## src/rtl/core/ccbb_pkg.sv

```systemverilog
`timescale 1ns / 1ps
`default_nettype none

package ccbb_pkg;

    // Number of colour classes and the width of a class number.
    localparam int CLASS_COUNT = 5;
    localparam int CLASS_BITS  = 3;
    localparam int LEVEL_BITS  = 8;
    localparam int REG_INDEX_BITS = 3;

    // Class numbers as they appear on the class_id output.
    localparam logic [CLASS_BITS-1:0] CLASS_BLUE   = 3'd0;
    localparam logic [CLASS_BITS-1:0] CLASS_RED    = 3'd1;
    localparam logic [CLASS_BITS-1:0] CLASS_GREEN  = 3'd2;
    localparam logic [CLASS_BITS-1:0] CLASS_YELLOW = 3'd3;
    localparam logic [CLASS_BITS-1:0] CLASS_PURPLE = 3'd4;
    localparam logic [CLASS_BITS-1:0] CLASS_LAST   = CLASS_PURPLE;

    // Configuration register indexes.
    localparam logic [REG_INDEX_BITS-1:0] REG_STRONG        = 3'd0;
    localparam logic [REG_INDEX_BITS-1:0] REG_WEAK          = 3'd1;
    localparam logic [REG_INDEX_BITS-1:0] REG_YELLOW_BLUE   = 3'd2;
    localparam logic [REG_INDEX_BITS-1:0] REG_PURPLE_STRONG = 3'd3;
    localparam logic [REG_INDEX_BITS-1:0] REG_PURPLE_GREEN  = 3'd4;

    // Reset values of the thresholds.
    localparam logic [LEVEL_BITS-1:0] STRONG_RESET        = 8'd100;
    localparam logic [LEVEL_BITS-1:0] WEAK_RESET          = 8'd50;
    localparam logic [LEVEL_BITS-1:0] YELLOW_BLUE_RESET   = 8'd20;
    localparam logic [LEVEL_BITS-1:0] PURPLE_STRONG_RESET = 8'd200;
    localparam logic [LEVEL_BITS-1:0] PURPLE_GREEN_RESET  = 8'd150;

    // Entries in the queue between classifier and box tracker.
    localparam int QUEUE_DEPTH = 2;
    localparam int QUEUE_PTR_BITS = 1;
    localparam int QUEUE_CNT_BITS = 2;

    typedef struct packed {
        logic [LEVEL_BITS-1:0] strong_level;
        logic [LEVEL_BITS-1:0] weak_level;
        logic [LEVEL_BITS-1:0] yellow_blue;
        logic [LEVEL_BITS-1:0] purple_strong;
        logic [LEVEL_BITS-1:0] purple_green;
    } thr_t;

    // Handshake between the queue and the box tracker.
    typedef struct packed {
        logic empty;
        logic pop;
    } qctl_t;

    // One bit per class; several classes may match the same pixel.
    function automatic logic [CLASS_COUNT-1:0] classify(
        input logic [LEVEL_BITS-1:0] b,
        input logic [LEVEL_BITS-1:0] g,
        input logic [LEVEL_BITS-1:0] r,
        input thr_t                  t
    );
        logic [CLASS_COUNT-1:0] hit;
        hit = '0;
        hit[CLASS_BLUE]   = (b >= t.strong_level) && (g < t.weak_level)
                            && (r < t.weak_level);
        hit[CLASS_RED]    = (r >= t.strong_level) && (b < t.weak_level)
                            && (g < t.weak_level);
        hit[CLASS_GREEN]  = (g >= t.strong_level) && (b < t.weak_level)
                            && (r < t.weak_level);
        hit[CLASS_YELLOW] = (b < t.yellow_blue) && (g >= t.strong_level)
                            && (r >= t.strong_level);
        hit[CLASS_PURPLE] = (b >= t.purple_strong) && (g < t.purple_green)
                            && (r >= t.purple_strong);
        return hit;
    endfunction

endpackage

`default_nettype wire

```

## src/rtl/core/ccbb_front.sv

```systemverilog
`timescale 1ns / 1ps
`default_nettype none

module ccbb_front #(
    parameter int COORD_BITS = 10
) (
    input  wire logic                             clk,
    input  wire logic                             rst_n,
    input  wire logic                             in_valid,
    output logic                                  in_stall,
    input  wire logic [ccbb_pkg::LEVEL_BITS-1:0]  blue,
    input  wire logic [ccbb_pkg::LEVEL_BITS-1:0]  green,
    input  wire logic [ccbb_pkg::LEVEL_BITS-1:0]  red,
    input  wire logic [COORD_BITS-1:0]            column,
    input  wire logic [COORD_BITS-1:0]            row,
    input  wire logic                             frame_end,
    input  wire ccbb_pkg::thr_t                   thr,
    input  wire logic                             q_full,
    output logic                                  q_push,
    output logic [ccbb_pkg::CLASS_COUNT+2*COORD_BITS:0] q_data
);
    import ccbb_pkg::*;

    logic                   valid_reg;
    logic                   valid_next;
    logic [CLASS_COUNT-1:0] hit_reg;
    logic [COORD_BITS-1:0]  x_reg;
    logic [COORD_BITS-1:0]  y_reg;
    logic                   last_reg;
    logic                   accept;

    // The classified beat waits here until the queue has room.
    assign in_stall = valid_reg && q_full;
    assign accept   = in_valid && !in_stall;
    assign q_push   = valid_reg && !q_full;
    assign q_data   = {last_reg, hit_reg, x_reg, y_reg};

    always_comb
    begin
        valid_next = valid_reg;
        if (accept)
        begin
            valid_next = 1'b1;
        end
        else if (q_push)
        begin
            valid_next = 1'b0;
        end
    end

    always_ff @(posedge clk or negedge rst_n)
    begin
        if (!rst_n)
        begin
            valid_reg <= 1'b0;
        end
        else
        begin
            valid_reg <= valid_next;
        end
    end

    always_ff @(posedge clk)
    begin
        if (accept)
        begin
            hit_reg  <= classify(blue, green, red, thr);
            x_reg    <= column;
            y_reg    <= row;
            last_reg <= frame_end;
        end
    end

endmodule

`default_nettype wire

```

## src/rtl/core/ccbb_queue.sv

```systemverilog
`timescale 1ns / 1ps
`default_nettype none

module ccbb_queue #(
    parameter int WIDTH = 26
) (
    input  wire logic             clk,
    input  wire logic             rst_n,
    input  wire logic             push,
    input  wire logic [WIDTH-1:0] push_data,
    output logic                  full,
    input  wire ccbb_pkg::qctl_t  ctl_in,
    output logic [WIDTH-1:0]      pop_data,
    output logic                  empty
);
    import ccbb_pkg::*;

    logic [WIDTH-1:0]          slot_reg [QUEUE_DEPTH];
    logic [QUEUE_PTR_BITS-1:0] wr_ptr_reg;
    logic [QUEUE_PTR_BITS-1:0] rd_ptr_reg;
    logic [QUEUE_CNT_BITS-1:0] count_reg;
    logic [QUEUE_CNT_BITS-1:0] count_next;
    logic                      do_pop;

    assign full     = (count_reg == QUEUE_CNT_BITS'(QUEUE_DEPTH));
    assign empty    = (count_reg == '0);
    assign pop_data = slot_reg[rd_ptr_reg];
    assign do_pop   = ctl_in.pop && !ctl_in.empty;

    always_comb
    begin
        count_next = count_reg;
        if (push && !do_pop)
        begin
            count_next = count_reg + 1'b1;
        end
        else if (do_pop && !push)
        begin
            count_next = count_reg - 1'b1;
        end
    end

    always_ff @(posedge clk or negedge rst_n)
    begin
        if (!rst_n)
        begin
            wr_ptr_reg <= '0;
            rd_ptr_reg <= '0;
            count_reg  <= '0;
        end
        else
        begin
            count_reg <= count_next;
            if (push)
            begin
                wr_ptr_reg <= wr_ptr_reg + 1'b1;
            end
            if (do_pop)
            begin
                rd_ptr_reg <= rd_ptr_reg + 1'b1;
            end
        end
    end

    always_ff @(posedge clk)
    begin
        if (push)
        begin
            slot_reg[wr_ptr_reg] <= push_data;
        end
    end

endmodule

`default_nettype wire

```

## src/rtl/core/ccbb_back.sv

```systemverilog
`timescale 1ns / 1ps
`default_nettype none

module ccbb_back #(
    parameter int COORD_BITS = 10
) (
    input  wire logic                                   clk,
    input  wire logic                                   rst_n,
    input  wire logic [ccbb_pkg::CLASS_COUNT+2*COORD_BITS:0] q_data,
    input  wire logic                                   q_empty,
    output ccbb_pkg::qctl_t                             qctl,
    output logic                                        out_valid,
    input  wire logic                                   out_stall,
    output logic [ccbb_pkg::CLASS_BITS-1:0]             class_id,
    output logic                                        found,
    output logic [COORD_BITS-1:0]                       left_edge,
    output logic [COORD_BITS-1:0]                       right_edge,
    output logic [COORD_BITS-1:0]                       top_edge,
    output logic [COORD_BITS-1:0]                       bottom_edge,
    output logic [COORD_BITS-1:0]                       centre_column,
    output logic [COORD_BITS-1:0]                       centre_row,
    output logic                                        last_class
);
    import ccbb_pkg::*;

    logic [COORD_BITS-1:0]  left_reg   [CLASS_COUNT];
    logic [COORD_BITS-1:0]  right_reg  [CLASS_COUNT];
    logic [COORD_BITS-1:0]  top_reg    [CLASS_COUNT];
    logic [COORD_BITS-1:0]  bottom_reg [CLASS_COUNT];
    logic [CLASS_COUNT-1:0] seen_reg;

    logic [COORD_BITS-1:0]  left_next   [CLASS_COUNT];
    logic [COORD_BITS-1:0]  right_next  [CLASS_COUNT];
    logic [COORD_BITS-1:0]  top_next    [CLASS_COUNT];
    logic [COORD_BITS-1:0]  bottom_next [CLASS_COUNT];
    logic [CLASS_COUNT-1:0] seen_next;

    // Frozen copy of the finished frame, read out one class per beat.
    logic [COORD_BITS-1:0]  snap_left_reg   [CLASS_COUNT];
    logic [COORD_BITS-1:0]  snap_right_reg  [CLASS_COUNT];
    logic [COORD_BITS-1:0]  snap_top_reg    [CLASS_COUNT];
    logic [COORD_BITS-1:0]  snap_bottom_reg [CLASS_COUNT];
    logic [CLASS_COUNT-1:0] snap_seen_reg;

    logic                   busy_reg;
    logic [CLASS_BITS-1:0]  idx_reg;

    logic                   q_last;
    logic [CLASS_COUNT-1:0] q_hit;
    logic [COORD_BITS-1:0]  q_x;
    logic [COORD_BITS-1:0]  q_y;
    logic                   out_accept;
    logic                   report_free;
    logic                   pop;
    logic [COORD_BITS:0]    col_sum;
    logic [COORD_BITS:0]    row_sum;

    assign {q_last, q_hit, q_x, q_y} = q_data;

    assign out_accept  = busy_reg && !out_stall;
    assign report_free = !busy_reg || (out_accept && idx_reg == CLASS_LAST);
    assign pop         = !q_empty && (!q_last || report_free);
    assign qctl.pop    = pop;
    assign qctl.empty  = q_empty;

    always_comb
    begin
        for (int k = 0; k < CLASS_COUNT; k++)
        begin
            left_next[k]   = left_reg[k];
            right_next[k]  = right_reg[k];
            top_next[k]    = top_reg[k];
            bottom_next[k] = bottom_reg[k];
            seen_next[k]   = seen_reg[k];
            if (q_hit[k])
            begin
                if (q_x < left_reg[k])   left_next[k]   = q_x;
                if (q_x > right_reg[k])  right_next[k]  = q_x;
                if (q_y < top_reg[k])    top_next[k]    = q_y;
                if (q_y > bottom_reg[k]) bottom_next[k] = q_y;
                seen_next[k] = 1'b1;
            end
        end
    end

    always_ff @(posedge clk or negedge rst_n)
    begin
        if (!rst_n)
        begin
            for (int k = 0; k < CLASS_COUNT; k++)
            begin
                left_reg[k]   <= '1;
                right_reg[k]  <= '0;
                top_reg[k]    <= '1;
                bottom_reg[k] <= '0;
            end
            seen_reg <= '0;
            busy_reg <= 1'b0;
            idx_reg  <= '0;
        end
        else
        begin
            if (pop && q_last)
            begin
                // The boxes start over for the next frame right away.
                for (int k = 0; k < CLASS_COUNT; k++)
                begin
                    left_reg[k]   <= '1;
                    right_reg[k]  <= '0;
                    top_reg[k]    <= '1;
                    bottom_reg[k] <= '0;
                end
                seen_reg <= '0;
            end
            else if (pop)
            begin
                for (int k = 0; k < CLASS_COUNT; k++)
                begin
                    left_reg[k]   <= left_next[k];
                    right_reg[k]  <= right_next[k];
                    top_reg[k]    <= top_next[k];
                    bottom_reg[k] <= bottom_next[k];
                end
                seen_reg <= seen_next;
            end

            if (pop && q_last)
            begin
                busy_reg <= 1'b1;
                idx_reg  <= '0;
            end
            else if (out_accept && idx_reg == CLASS_LAST)
            begin
                busy_reg <= 1'b0;
            end
            else if (out_accept)
            begin
                idx_reg <= idx_reg + 1'b1;
            end
        end
    end

    always_ff @(posedge clk)
    begin
        if (pop && q_last)
        begin
            for (int k = 0; k < CLASS_COUNT; k++)
            begin
                snap_left_reg[k]   <= left_next[k];
                snap_right_reg[k]  <= right_next[k];
                snap_top_reg[k]    <= top_next[k];
                snap_bottom_reg[k] <= bottom_next[k];
            end
            snap_seen_reg <= seen_next;
        end
    end

    assign out_valid   = busy_reg;
    assign class_id    = idx_reg;
    assign last_class  = (idx_reg == CLASS_LAST);
    assign found       = snap_seen_reg[idx_reg];
    assign left_edge   = found ? snap_left_reg[idx_reg]   : '0;
    assign right_edge  = found ? snap_right_reg[idx_reg]  : '0;
    assign top_edge    = found ? snap_top_reg[idx_reg]    : '0;
    assign bottom_edge = found ? snap_bottom_reg[idx_reg] : '0;
    assign col_sum     = {1'b0, left_edge} + {1'b0, right_edge};
    assign row_sum     = {1'b0, top_edge} + {1'b0, bottom_edge};
    assign centre_column = col_sum[COORD_BITS:1];
    assign centre_row    = row_sum[COORD_BITS:1];

endmodule

`default_nettype wire

```

## src/rtl/core/color_class_bounding_boxes.sv

```systemverilog
`timescale 1ns / 1ps
`default_nettype none

// Channel   Direction  Handshake            Beat contents
// in        input      in_valid/in_stall    blue, green, red, column, row, frame_end
// out       output     out_valid/out_stall  class_id, found, the box edges and centres,
//                                           last_class
// cfg       input      cfg_write            cfg_index, cfg_data (no handshake back)
//
// One pixel beat is taken per clock while in_stall is low. A pixel sits in the
// classifier register after the edge that takes it, then in the queue, and then
// in the box registers; the first report beat of a frame_end is valid once that
// beat has been popped from the queue.
// A frame_end beat yields five result beats on consecutive cycles while the
// output is not stalled; pixels of the next frame keep flowing meanwhile.
// A second frame_end waits in the queue until the previous report has gone out.
// Reset is asynchronous and active low; it restores the threshold defaults and
// empties all boxes.
module color_class_bounding_boxes #(
    parameter int COORD_BITS = 10
) (
    input  wire logic                                clk,
    input  wire logic                                rst_n,
    input  wire logic                                in_valid,
    output logic                                     in_stall,
    input  wire logic [ccbb_pkg::LEVEL_BITS-1:0]     blue,
    input  wire logic [ccbb_pkg::LEVEL_BITS-1:0]     green,
    input  wire logic [ccbb_pkg::LEVEL_BITS-1:0]     red,
    input  wire logic [COORD_BITS-1:0]               column,
    input  wire logic [COORD_BITS-1:0]               row,
    input  wire logic                                frame_end,
    output logic                                     out_valid,
    input  wire logic                                out_stall,
    output logic [ccbb_pkg::CLASS_BITS-1:0]          class_id,
    output logic                                     found,
    output logic [COORD_BITS-1:0]                    left_edge,
    output logic [COORD_BITS-1:0]                    right_edge,
    output logic [COORD_BITS-1:0]                    top_edge,
    output logic [COORD_BITS-1:0]                    bottom_edge,
    output logic [COORD_BITS-1:0]                    centre_column,
    output logic [COORD_BITS-1:0]                    centre_row,
    output logic                                     last_class,
    input  wire logic                                cfg_write,
    input  wire logic [ccbb_pkg::REG_INDEX_BITS-1:0] cfg_index,
    input  wire logic [ccbb_pkg::LEVEL_BITS-1:0]     cfg_data
);
    import ccbb_pkg::*;

    localparam int QW = CLASS_COUNT + 2 * COORD_BITS + 1;

    thr_t            thr_reg;
    logic            q_full;
    logic            q_push;
    logic [QW-1:0]   q_wdata;
    logic [QW-1:0]   q_rdata;
    logic            q_empty;
    qctl_t           qctl;

    // Threshold registers. Writes to indexes past the last register are ignored.
    always_ff @(posedge clk or negedge rst_n)
    begin
        if (!rst_n)
        begin
            thr_reg.strong_level  <= STRONG_RESET;
            thr_reg.weak_level    <= WEAK_RESET;
            thr_reg.yellow_blue   <= YELLOW_BLUE_RESET;
            thr_reg.purple_strong <= PURPLE_STRONG_RESET;
            thr_reg.purple_green  <= PURPLE_GREEN_RESET;
        end
        else if (cfg_write)
        begin
            unique case (cfg_index)
                REG_STRONG:        thr_reg.strong_level  <= cfg_data;
                REG_WEAK:          thr_reg.weak_level    <= cfg_data;
                REG_YELLOW_BLUE:   thr_reg.yellow_blue   <= cfg_data;
                REG_PURPLE_STRONG: thr_reg.purple_strong <= cfg_data;
                REG_PURPLE_GREEN:  thr_reg.purple_green  <= cfg_data;
                default:           thr_reg <= thr_reg;
            endcase
        end
    end

    // Front: takes the pixel and registers its class hits with the position.
    ccbb_front #(
        .COORD_BITS (COORD_BITS)
    ) u_front (
        .clk       (clk),
        .rst_n     (rst_n),
        .in_valid  (in_valid),
        .in_stall  (in_stall),
        .blue      (blue),
        .green     (green),
        .red       (red),
        .column    (column),
        .row       (row),
        .frame_end (frame_end),
        .thr       (thr_reg),
        .q_full    (q_full),
        .q_push    (q_push),
        .q_data    (q_wdata)
    );

    // Short queue so that a waiting report does not block the classifier.
    ccbb_queue #(
        .WIDTH (QW)
    ) u_queue (
        .clk       (clk),
        .rst_n     (rst_n),
        .push      (q_push),
        .push_data (q_wdata),
        .full      (q_full),
        .ctl_in    (qctl),
        .pop_data  (q_rdata),
        .empty     (q_empty)
    );

    // Back: grows the boxes, freezes them at frame end and reports per class.
    ccbb_back #(
        .COORD_BITS (COORD_BITS)
    ) u_back (
        .clk           (clk),
        .rst_n         (rst_n),
        .q_data        (q_rdata),
        .q_empty       (q_empty),
        .qctl          (qctl),
        .out_valid     (out_valid),
        .out_stall     (out_stall),
        .class_id      (class_id),
        .found         (found),
        .left_edge     (left_edge),
        .right_edge    (right_edge),
        .top_edge      (top_edge),
        .bottom_edge   (bottom_edge),
        .centre_column (centre_column),
        .centre_row    (centre_row),
        .last_class    (last_class)
    );

    // A report beat that is not the last one is followed by the next class.
    assert property (@(posedge clk) disable iff (!rst_n)
        out_valid && !out_stall && !last_class
        |=> out_valid && class_id == $past(class_id) + 3'd1)
        else $error("report sequence broken");

    // A class that was not found reports an empty box.
    assert property (@(posedge clk) disable iff (!rst_n)
        out_valid && !found |-> left_edge == '0 && right_edge == '0
                                && top_edge == '0 && bottom_edge == '0)
        else $error("empty class with nonzero box");

    // A found box is never inverted.
    assert property (@(posedge clk) disable iff (!rst_n)
        out_valid && found |-> left_edge <= right_edge && top_edge <= bottom_edge)
        else $error("inverted box");

    // The queue never overflows: the front holds its beat while it is full.
    assert property (@(posedge clk) disable iff (!rst_n)
        q_full |-> !q_push)
        else $error("push into full queue");

endmodule

`default_nettype wire
```

## config.mk

```make
export PLATFORM = sky130hd
export DESIGN_NAME = color_class_bounding_boxes
export DESIGN_NICKNAME = d
export VERILOG_FILES = /design/src/rtl/core/ccbb_pkg.sv /design/src/rtl/core/ccbb_front.sv /design/src/rtl/core/ccbb_queue.sv /design/src/rtl/core/ccbb_back.sv /design/src/rtl/core/color_class_bounding_boxes.sv
export SDC_FILE = /design/constraint.sdc
export NUM_CORES = 1
export LEC_CHECK = 0
export ABC_AREA = 1
export BUFFER_PORTS_ARGS = -buffer_cell sky130_fd_sc_hd__buf_2
export CAP_MARGIN = 20
export CORE_ASPECT_RATIO = 1.5
export CORE_MARGIN = 8
export CORE_UTILIZATION = 59
export DETAILED_ROUTE_END_ITERATION = 12
export PLACE_DENSITY = 0.74
export SYNTH_ARGS = -nofsm -noshare
export SYNTH_HDL_FRONTEND = slang
export SYNTH_HIERARCHICAL = 1
export SYNTH_SLANG_ARGS = --single-unit
```

## constraint.sdc

```tcl
create_clock -name clk -period 10.8 [get_ports clk]
set_clock_uncertainty 0.05 [all_clocks]
set_input_delay 0.54 -clock clk [delete_from_list [all_inputs] [get_ports clk]]
set_output_delay 0.54 -clock clk [all_outputs]
set_load 0.02 [all_outputs]
```

---- Word-level counts from Yosys, hierarchy flattened ----
Memory sizes are Yosys's and may differ from the RTL's.
Index checks and enable logic that the tools add are counted.
operators by class
  equality and inequality tests ........... 7
  multiplexer cells ....................... 74
  add/sub/neg operators ................... 7
  reduce and logical (&&, ||, !) cells .... 43
  order comparisons ....................... 31
operator list
  operator                                            count
  2-to-1 mux 10 bit                                   44
  2-to-1 mux 50 bit                                   8
  greater-than comparator 10 bit                      10
  < comparator 10 bit                                 10
  >= comparator 8 bit                                 5
  < comparator 8 bit                                  5
  adder 10 x 10 -> 11 bit                             2
  logical AND 1 bit                                   20
  2-to-1 mux 1 bit                                    14
  AND reduction 2 bit                                 6
  2-to-1 mux 5 bit                                    2
  nonzero test 2 bit                                  5
  2-to-1 mux 3 bit                                    3
  logical NOT 1 bit                                   8
  == test 3 x 2 -> 1 bit, second input constant       2
  == test 3 bit, second input constant                2
  < comparator 3 x 4 -> 1 bit, second input constant  1
  2-to-1 mux 2 bit                                    2
  adder 3 x 1 -> 3 bit, second input constant         1
  binary-select mux 1 bit (select 3 bit)              1
  == test 3 x 1 -> 1 bit, second input constant       1
  logical NOT 3 bit                                   1
  adder 1 bit, second input constant                  2
  adder 2 x 1 -> 2 bit, second input constant         1
  other kinds (5)                                     6
storage, ports and cells
  output and inout bits ................... 67
  memories kept ........................... 5
  register bits ........................... 285
  RAM bits ................................ 252
memory list
  memory                  words  bits a word  rd ports  clocked after memory_dff  write ports  RTL line          source
  u_queue.slot_reg        2      26           1         0                         1            ccbb_queue.sv:18  logic [WIDTH-1:0] slot_reg [QUEUE_DEPTH];
  u_back.snap_bottom_reg  5      10           1         0                         5            ccbb_back.sv:42   logic [COORD_BITS-1:0] snap_bottom_reg [CLASS_COUNT];
  u_back.snap_left_reg    5      10           1         0                         5            ccbb_back.sv:39   logic [COORD_BITS-1:0] snap_left_reg [CLASS_COUNT];
  u_back.snap_right_reg   5      10           1         0                         5            ccbb_back.sv:40   logic [COORD_BITS-1:0] snap_right_reg [CLASS_COUNT];
  u_back.snap_top_reg     5      10           1         0                         5            ccbb_back.sv:41   logic [COORD_BITS-1:0] snap_top_reg [CLASS_COUNT];

---- Logic depth before layout (Yosys ltp) ----
  depth in word-level cells ............... 10
  depth in mapped cells ................... 22
  depth with buffers taken out ............ 21

---- Hierarchy ----
Netlist, hierarchy kept.
by module, submodules not included
  module                      cells an instance  area each (sq um)  times used
  ccbb_back                   2868               24222.0            1
  ccbb_front                  329                2716.4             1
  ccbb_queue                  162                2122.0             1
  color_class_bounding_boxes  182                1676.6             1

---- Worst setup path before layout ----
Ideal clock, no wire load.
  path kind ............................... register to register
  from .................................... register u_back.idx_reg[1], in the netlist u_back/class_id[1]
  to ...................................... memory u_back.snap_bottom_reg[0][0] (enable)
  cell stages (with the launch flop) ...... 12
  path buffers ............................ 3
  arrival time ............................ 5.750 ns
  required time ........................... 10.193 ns
  setup slack ............................. 4.443 ns
  library setup time ...................... 0.557 ns
  clock period less this slack ............ 6.357 ns
  cells stage by stage .................... dfrtp_1 -> buf_4 -> inv_2 -> buf_2 -> buf_2 -> ha_1 -> nand2_1 -> nand2_2 -> nand2_2 -> a21oi_4 -> nand2_1 -> inv_1
RTL lines
  what                    RTL line          source
  start, declared         ccbb_back.sv:46   logic [CLASS_BITS-1:0] idx_reg;
  start signal, assigned  ccbb_back.sv:138  idx_reg <= idx_reg + 1'b1;
  end, declared           ccbb_back.sv:42

---- Worst setup path in the final report ----
  from .................................... register u_back.idx_reg[0], in the netlist u_back/class_id[0]
  to ...................................... output port centre_row[7]
on the way
  longest elaborated chain between the ends .. 4
  elaborated cells between the ends (all ways) .. 7
RTL lines
  what                                    RTL line                            source
  binary-select mux 1 bit (select 3 bit)  ccbb_back.sv:161                    assign found = snap_seen_reg[idx_reg];
  2-to-1 mux 1 bit (implied by the code)  ccbb_back.sv:161
  2-to-1 mux 10 bit (on tied branches)    ccbb_back.sv:164, ccbb_back.sv:165
  adder 10 x 10 -> 11 bit (*)             ccbb_back.sv:167                    assign row_sum = {1'b0, top_edge} + {1'b0, bottom_edge};
  end, declared                           color_class_bounding_boxes.sv:41    output logic [COORD_BITS-1:0] centre_row,
Every way passes the cells marked *; elsewhere a longest branch is shown, timed or not. The select of a mux whose other input is x is not followed.

==> results.md <==
* Run status: complete, no violations
* Layout Nets at 3958
* Tot GR Track Use at 28.0%
* RD Place Congestion at 0.934
* Setup repair bufs after CTS at 0
* Startpoint types: register
* Combinational family with the most area after synthesis: simple AND/OR/NAND/NOR gates
* Met3 wire length at 4.88 mm
* Final min period at approximately 5.3 ns
* Ranking of synthesized cells by area: edfxtp_1 (28%), nand2_1 (12%), ha_1 (12%)
* Netlist Area Pre-Place at 0.0307 sq mm
* Flop-to-flop setup slack at about 5.7 ns
* Setup TNS at 0 ns
* Syn_nets at just under 4000
* Hold crit path type: in -> reg
* Clock sink total at 537
* Initial core utilization at 59.6%
* Port bufs at approximately 130
* Final Setup Violations at 0
* Core Util, Final at 65.0%
* F_max at 0.188 GHz
* Clock slew at reported path FFs at 0.07 ns
* Drt first pass iters at 5
* FP Rows at 102
* Initial antenna violation count at 0
* Die area at 0.0598 sq mm
* Clk buf depth at 3
* Antenna-violating nets left at 0
* Worst-path maximum fanout at 53
* DP HPWL at 58.4 mm
* Number of flip-flops under the largest register name at 52
* Share of cells above drive strength 1 at 11.0%
* Vias in the first global route at 23807
* Synthesized instance count at about 3500
* Synth Area in Compound Gates at between 10% and 20%
* Syn avg cell area at 8.68 sq um
* Ant diodes at 0
* Top sig layer: met4
* Ys Warns at 6
* Core area at 0.0516 sq mm
* Met1 WL at 31.4 mm
* Sequential area share after synthesis at 48.8%
* CTS tree: done
* RSZ-0062 raised after global routing: false
* Largest net degree at the start of global routing at 137
* Max Cap Violations at 0
* 1st-iter DRT viols at around 1700
* Slew HR at 33.1%
* Global-route wire length before repair at 130 mm
* Worst EP required at 10.21 ns
* DRC errors left at 0
* CP Capture Type: output port
* Fraction of the mapped netlist area in adder cells at 11.8%
* I/O pins at 128
* Die Ht at 296 um
* Slew Limit Fails at 0
* Part of the cycle the worst path needs at approximately half
* Synth area leader: edfxtp_1
* Worst-Skew Late Latency at 0.61 ns
* Area Overhead vs Synth at 9.00%
* Post-Synth Simple-Gate Area at 19.5%
* Actual slew at the worst max-slew pin at 1.00 ns
* Fillers at about 4300
* Htree depth at 2
* Total gr overflow at 0
* Mux share of post-synthesis cell area at 0%
* CP Class: reg -> out
* Synth cell types at between 40 and 50
* Final Hold Viols at 0
* Post-synthesis register bit count at 537
* Cts bufs inserted at 53
* Drt wl/cell at 19.5 um
* Via-to-Cell Ratio at 5.64
* Vias post-DR at 24391
* Routed wl met2 at around 42 mm
* Top cell type's share of synthesized area at between 20% and 30%
* Worst path arrival time at 4.74 ns
* Drt total wl at 84.3 mm
* Synth Area in XOR/XNOR at 0.399%
* Die extent in x at 202 um
* CTS Root Buffer Type: clkbuf_16
[timing repair]
action | CTS | global route
hold buffers | 1 | 0
gates resized for setup | 0 | 0
hold endpoints to repair | 61 | 0
[path summary, 6_finish.rpt]
kind / end / cells after the start / from
max: centre_row[7] / 19 / u_back/class_id[0]
max in group asynchronous: u_back/class_id[2] / 4 / rst_n
min in group asynchronous: u_back/bottom_reg[28] / 2 / rst_n
min: u_front/x_reg[4] / 1 / column[4]
min reg2reg: u_queue/slot_reg[1][13] / 0 / u_front/x_reg[3]
max reg2reg: u_back/snap_left_reg[2][8] / 11 / u_back/class_id[0]
[area by class of cell]
class / instances / area (sq um) / share of cell area, %
Inverter: 505 / 1910 / 5.71
Tap cell: 676 / 846 / 2.52
Sequential cell: 537 / 15000 / 44.8
Clock buffer: 71 / 1500 / 4.47
Multi-Input combinational cell: 2362 / 13000 / 38.9
Clock inverter: 26 / 365 / 1.09
Timing Repair Buffer: 150 / 841 / 2.51
[per-layer routing]
layer,global-route usage [%],up-vias
li1,-,11822
met1,31.3,11466
met2,49.7,832
met3,3.93,271
met4,18.0,0
met5,0,-
[placed cells by master (no fill, tap or decap), types with 10 or more instances in the layout]
| cell type | synthesis | final |
|---|---|---|
| o22ai_1 | 136 | 136 |
| a21oi_1 | 111 | 111 |
| nand3_1 | 169 | 169 |
| dfrtp_1 | 139 | 136 |
| and2_1 | 40 | 40 |
| edfxtp_1 | 283 | 283 |
| clkbuf_16 | 0 | 56 |
| o21ai_0 | 128 | 128 |
| nand2_1 | 999 | 999 |
| inv_2 | 10 | 10 |
| buf_2 | 47 | 126 |
| a21o_1 | 13 | 13 |
| nor2_1 | 189 | 186 |
| buf_4 | 19 | 21 |
| clkbuf_1 | 36 | 11 |
| o21ai_1 | 186 | 186 |
| dfstp_2 | 115 | 115 |
| ha_1 | 286 | 286 |
| nor2_2 | 8 | 10 |
| nand2_2 | 16 | 16 |
| nand4_1 | 19 | 19 |
| inv_1 | 492 | 490 |
[logic make-up after synthesis]
| family | count (synthesis) |
|---|---|
| AOI/OAI and AO/OA | 600 |
| DFF | 537 |
| adders and majority gates | 288 |
| xor gates and xnor gates | 14 |
| buffers and inverters | 642 |
| and+or+nand+nor | 1460 |
[synthesized netlist by cell type (all sizes together)]
cell and count:
xor2 9, nor3 8, nand2 1017, clkbuf 41, xnor2 5, nand3b 5, o22ai 136, a21o 13
and2 40, clkinv 1, ha 286, o21a 6, o21bai 2, edfxtp 283, o21ai 318, o31ai 1
buf 96, a211oi 5, o2111ai 1, nor2 202, nand4 19, dfstp 115, a21oi 112, fa 2
nand3 169, o211ai 6, dfrtp 139, inv 504
[through the flow]
| step | hold WS, ns | setup slack (ns) | std cells | cell area, sq um |
|---|---|---|---|---|
| 2_1_floorplan | 0.194 | 4.44 | 3541 | 30700 |
| 3_3_place_gp | 0.373 | 5.80 | 4228 | 31600 |
| 3_5_place_dp | 0.381 | 5.74 | 4228 | 31600 |
| 4_1_cts | 0.0327 | 5.50 | 4326 | 33500 |
| 5_1_grt | 0.0346 | 5.04 | 4327 | 33500 |
| 6_report | 0.0555 | 5.47 | 4327 | 33500 |
[critical path, cell delays in order, from the launching register on]
cell and delay, ns:
dfrtp_2 0.42, inv_4 0.25, buf_4 0.54, nand3_1 0.14
nand2_1 0.10, nand2_1 0.07, nand2_2 0.61, nand2_1 0.14
inv_2 0.11, nand2_2 0.07, fa_1 0.41, inv_1 0.08
nand3_1 0.06, nand2_1 0.11, nand2_1 0.05, nand2_1 0.06
a21oi_1 0.09, o21ai_0 0.27, xor2_1 0.28, buf_2 0.22
Power is left out: the tool's default activity adds up to more than one toggle a clock period on the data nets, which glitch-free logic cannot reach.
